### src/rtl/core/stc_fifo.sv
// small register queue between front and back
module stc_fifo #(
    parameter int W     = 8,
    parameter int DEPTH = 4
) (
    input  logic         i_clk,
    input  logic         i_rst_n,
    input  logic         i_valid,
    output logic         o_ready,
    input  logic [W-1:0] i_data,
    output logic         o_valid,
    input  logic         i_pop,
    output logic [W-1:0] o_data
);

    localparam int AW = $clog2(DEPTH);

    logic [W-1:0]  r_mem [0:DEPTH-1];
    logic [AW-1:0] r_wp, r_rp;
    logic [AW:0]   r_cnt;
    logic          push, pop;

    assign o_ready = r_cnt != (AW+1)'(DEPTH);
    assign o_valid = r_cnt != '0;
    assign push    = i_valid && o_ready;
    assign pop     = i_pop && o_valid;
    assign o_data  = r_mem[r_rp];

    always_ff @(posedge i_clk) begin
        if (!i_rst_n) begin
            r_wp  <= '0;
            r_rp  <= '0;
            r_cnt <= '0;
        end else begin
            if (push) begin
                r_wp <= (r_wp == AW'(DEPTH-1)) ? '0 : r_wp + 1'b1;
            end
            if (pop) begin
                r_rp <= (r_rp == AW'(DEPTH-1)) ? '0 : r_rp + 1'b1;
            end
            r_cnt <= r_cnt + (AW+1)'(push) - (AW+1)'(pop);
        end
    end

    always_ff @(posedge i_clk) begin
        if (push) begin
            r_mem[r_wp] <= i_data;
        end
    end

endmodule

### config.mk
export PLATFORM = sky130hd
export DESIGN_NAME = stc_fifo
export DESIGN_NICKNAME = d
export VERILOG_FILES = /design/src/rtl/core/stc_fifo.sv
export SDC_FILE = /design/constraint.sdc
export NUM_CORES = 1
export LEC_CHECK = 0
export BUFFER_PORTS_ARGS = -buffer_cell sky130_fd_sc_hd__buf_2
export CORE_ASPECT_RATIO = 0.8
export CORE_MARGIN = 5
export CORE_UTILIZATION = 50
export CTS_CLUSTER_DIAMETER = 60
export DETAILED_ROUTE_END_ITERATION = 10
export PLACE_DENSITY = 0.83
export REMOVE_ABC_BUFFERS = 1
export SLEW_MARGIN = 20
export SYNTH_ARGS = -nofsm -noshare
export SYNTH_HDL_FRONTEND = slang
export SYNTH_SLANG_ARGS = --single-unit
### constraint.sdc
create_clock -name i_clk -period 7.35 [get_ports i_clk]
set_input_delay 2.205 -clock i_clk [delete_from_list [all_inputs] [get_ports i_clk]]
set_output_delay 2.205 -clock i_clk [all_outputs]
set_load 0.02 [all_outputs]
# Word-level counts from Yosys, hierarchy flattened

Memories as Yosys holds them, arrays and structs flattened. A register that Yosys moved wholly into a read port is not among the register bits.
Cells that the tools add are included.

Add/subtract/negate cells: 4
Multipliers: 0
Divide/modulo/power cells: 0
$lt $le $gt $ge: 0
Equal/unequal tests: 3
Shifts and indexed selects: 0
Multiplexer cells: 6
Bitwise logic cells: 0
Reductions and logical operators: 3

Operators with widths:

| cell                                         | number |
|---|---|
| two-way mux 2 bit                            | 4 |
| adder 2 x 1 -> 2 bit (second input constant) | 2 |
| == test 2 bit (second input constant)        | 2 |
| adder 3 x 1 -> 3 bit                         | 1 |
| != test 3 bit (second input constant)        | 1 |
| nonzero test 3 bit                           | 1 |
| subtractor 3 x 1 -> 3 bit                    | 1 |
| logical AND 1 bit                            | 2 |
| two-way mux 1 bit                            | 2 |

Flip-flop bits (word level): 7
Latch bits: 0
Bits in writable memories: 32
ROM bits: 0
Output and inout port bits: 10
Word-level logic and storage cells: 20
Memories: 1

Memory list:

| name  | words | bits a word | read ports | clocked after Yosys merged registers in | wr ports | RTL line | text |
|---|---|---|---|---|---|---|---|
| r_mem | 4     | 8           | 1          | 1                                       | 1        | 18       | `logic [W-1:0] r_mem [0:DEPTH-1];` |

# Longest topological paths before layout

Word-level depth: 4
Gate-level depth with buffers: 12

# Worst setup path after synthesis

OpenSTA, ideal clock, no wires.

Kind: input -> register
From: input port i_pop
To: register r_cnt[2]
Data arrival time: 3.630 ns
Path slack: 3.605 ns
Stages on the path: 10
Path buffers: 0
Cell sequence: o31ai_1 -> inv_1 -> ha_1 -> inv_1 -> ha_1 -> inv_1 -> fa_1 -> xnor2_1 -> xnor2_1 -> and2_1

Cells in the longest elaborated chain, start to end: 2

Ends and longest elaborated chain:

| element                   | RTL line | text |
|---|---|---|
| from (decl)               | 12       | `input logic i_pop,` |
| logical AND 1 bit         | 26       | `assign pop = i_pop && o_valid;` |
| subtractor 3 x 1 -> 3 bit | 41       | `r_cnt <= r_cnt + (AW+1)'(push) - (AW+1)'(pop);` |
| to (signal assigned)      | 41       |  |
| to (decl)                 | 20       | `logic [AW:0] r_cnt;` |

Every way passes these cells.
A chain may end at the register's enable or synchronous reset.

==> metrics.yaml <==
worst_setup_path:
  reg2regPathDepth: 11
  crit_arrival_ns: 1.72
  critPathRequiredTime_ns: 5.14
  critPathMaxStageDelay_ns: 0.68
  cp-end-kind: "output port"
  crit_type: "reg2out"
  path_cells: "mux4_2, buf_2"
  critPathLaunchType: "flop"
  cp_slowest_cell: "dfxtp_1"
  critPathMaxFanout: 8
floorplanning:
  start_util_pct: 52.4
  die_w_um: 74.0
  die_area_um2: 4530
  ioPinCount: 22
  row_count: 18
  core_area_um2: 3130
  die_h_um: 61.2
logic_synthesis:
  synth_top_area_share_pct: 58.6
  synth.most_common_cell: "edfxtp_1"
  syn-mean-instance-area_um2: 17.4
  syn_area_um2: 1640
  netlist_instances: 94
  synth_edf_count: 32
  ys_types: 26
  yosys_warnings: 0
  synth.area.top_cells: "edfxtp_1, dfxtp_1, mux4_2, ha_1, inv_1"
  synth_seq_area_share_pct: 69.6
  synth_flop_cell: "edfxtp_1"
  synth_common_cells: "edfxtp_1, dfxtp_1, mux4_2"
  ys_seq_elements: 41
  synth_area_leader_cell: "edfxtp_1"
  ys_async_sr_fraction_pct: 0
grt:
  overflow: 0
  grt_max_degree: 14
  grt.busiest_layer: "met2"
  grt_usage_pct: 12.4
  met1_usage_pct: 13.1
  gr-usage-met3_pct: 4.08
  grt_pass1_wl_mm: 4.04
  grt_pass1_vias: 899
  antenna_found_initial: 0
  grt_use_met2_pct: 23.2
clock_network:
  cts_root_buf: "clkbuf_8"
  clock_latency_ns: 0.28
  numCtsBuffers: 5
  clk_pin_slew_ns: 0.08
  cts_resized: 0
  hold_buffers: 0
  post_cts_buffers: 0
  cts.sinks: 41
  htreeDepth: 2
  cts_tree: "built"
  clk_path_buf_depth: 2
sta:
  setup_viol: 0
  tns_ns: 0
  finalHoldViolations: 0
  finalCritPeriodShare_pct: 53.4
  maxSlewHeadroom_pct: 62.7
  period_minus_slack_ns: 3.92
  slew_viol_final: 0
  fmaxAchievable_ghz: 0.255
  layout_setup_ws_ns: 3.43
  fin_worst_skew_ns: 0.00549
  worst_pin_slew_ns: 0.559
  grt_setup_unrepaired: "no"
  hold_slack_ns: 0.505
power_and_ir_drop:
  power.share.clock_pct: 22.5
  swShare_pct: 30.1
  peakVddDrop_uv: 142
  p_switching_mw: 0.183
  power-per-cell-area_nw_per_um2: 328
  p_leak_nw: 0.692
  p_comb_share_pct: 26.4
  power_frac_seq_pct: 51.2
  p_int_mw: 0.425
placement:
  portBuffers: 21
  placed_cells: 151
  hpwl_mm: 1.75
  post-place-ws_ns: 3.39
  place_congestion: 0.775
final_layout:
  fillerInstances: 255
  drive_gt1_share_pct: 34.5
  finalNetCount: 138
  regArea_um2: 1140
  multi_input_area_um2: 452
  antenna-diode-count: 0
  instances_no_fill: 159
  area_growth_pct: 13.3
route:
  first_pass_iters: 4
  wire_per_inst_um: 15.7
  vias: 826
  drt_iter0_drc: 8
  drt-total-wl_mm: 2.50
  drt.antenna.violating_nets: 0
  routed_via_density: 5.19
  drc_errors: 0
worst_hold_path:
  hold_depth: 2
  hold_path.class: "reg2reg"
job:
  max_cap_violations: 0
run_status:
  status: "finished, final reports clean"
[power by group through the flow]
stage | clock network (mW) | logic (mW) | registers [mW]
after CTS | 0.142 | 0.164 | 0.313
after global placement | 0 | 0.156 | 0.314
after floorplan | 0 | 0.120 | 0.309
final | 0.137 | 0.160 | 0.311
after detailed placement | 0 | 0.163 | 0.318
after global routing | 0.152 | 0.177 | 0.317
[worst paths after layout]
check,from,slack (ns),to
max,flop,3.43,o_data[4]
max reg2reg,r_cnt[1],4.88,r_cnt[2]
min reg2reg,r_wp[1],0.50,r_wp[1]
min,r_wp[1],0.50,r_wp[1]
[layer usage]
layer,wire (um),part of all wire [%]
met1,990,40
met2,1320,53
met3,149,6.0
met4,42,1.7
met5,0,0
[stage by stage]
step	total power, mW	utilization (%)	area (um2)
2_1_floorplan	0.428	-	1620
3_3_place_gp	0.471	56.6	1770
3_5_place_dp	0.481	56.6	1770
4_1_cts	0.619	59.3	1860
5_1_grt	0.646	59.3	1860
6_report	0.608	59.3	1860
[sequential cells by signal (all words and copies together) (netlist names), named ones only]
register,flops
r_mem,32
r_wp,2
r_cnt,3
r_rp,2
[critical path: cells and delay by family, from the launching register on]
kind	cells	cell delay, ns
buffers and inverters	1	0.18
multiplexers	1	0.58
flip-flops	1	0.68
[layout by cell type, fill, tap and decap left out]
cell	netlist	final
dfxtp_1	9	9
o31ai_1	1	1
clkinvlp_4	0	1
fa_1	1	1
nor2b_1	1	1
nand4_1	1	1
xnor2_1	2	2
or3_2	1	1
and2_4	1	1
inv_1	6	6
buf_2	1	21
edfxtp_1	32	32
and2_1	2	2
o21ai_0	2	2
clkbuf_8	0	5
mux4_2	8	8
or3b_1	1	1
mux2i_1	1	1
nand2_1	5	5
o21ai_1	1	1
and3_1	2	2
clkinv_2	0	2
ha_1	7	7
nor2_1	2	2
nand3_1	2	2
and3_2	2	2
[logic make-up after synthesis]
logic type / after synthesis / synth area share [%]
xor+xnor: 2 / 1.07
flops: 41 / 69.6
compound gates: 4 / 1.37
mux: 9 / 11.6
simple gates: 20 / 6.95
buf+inv: 10 / 2.82
fa+ha+maj: 8 / 6.56
[area by class of cell]
| cell class | count | area share, % |
|---|---|---|
| flip-flops and latches | 41 | 61.5 |
| inverters | 6 | 1.21 |
| clock inverters | 3 | 0.943 |
| well taps | 40 | 2.70 |
| multi-input cells | 43 | 24.3 |
| clock buffers | 5 | 3.71 |
| repair buffers | 21 | 5.66 |
(Power assumes the default switching activity.)
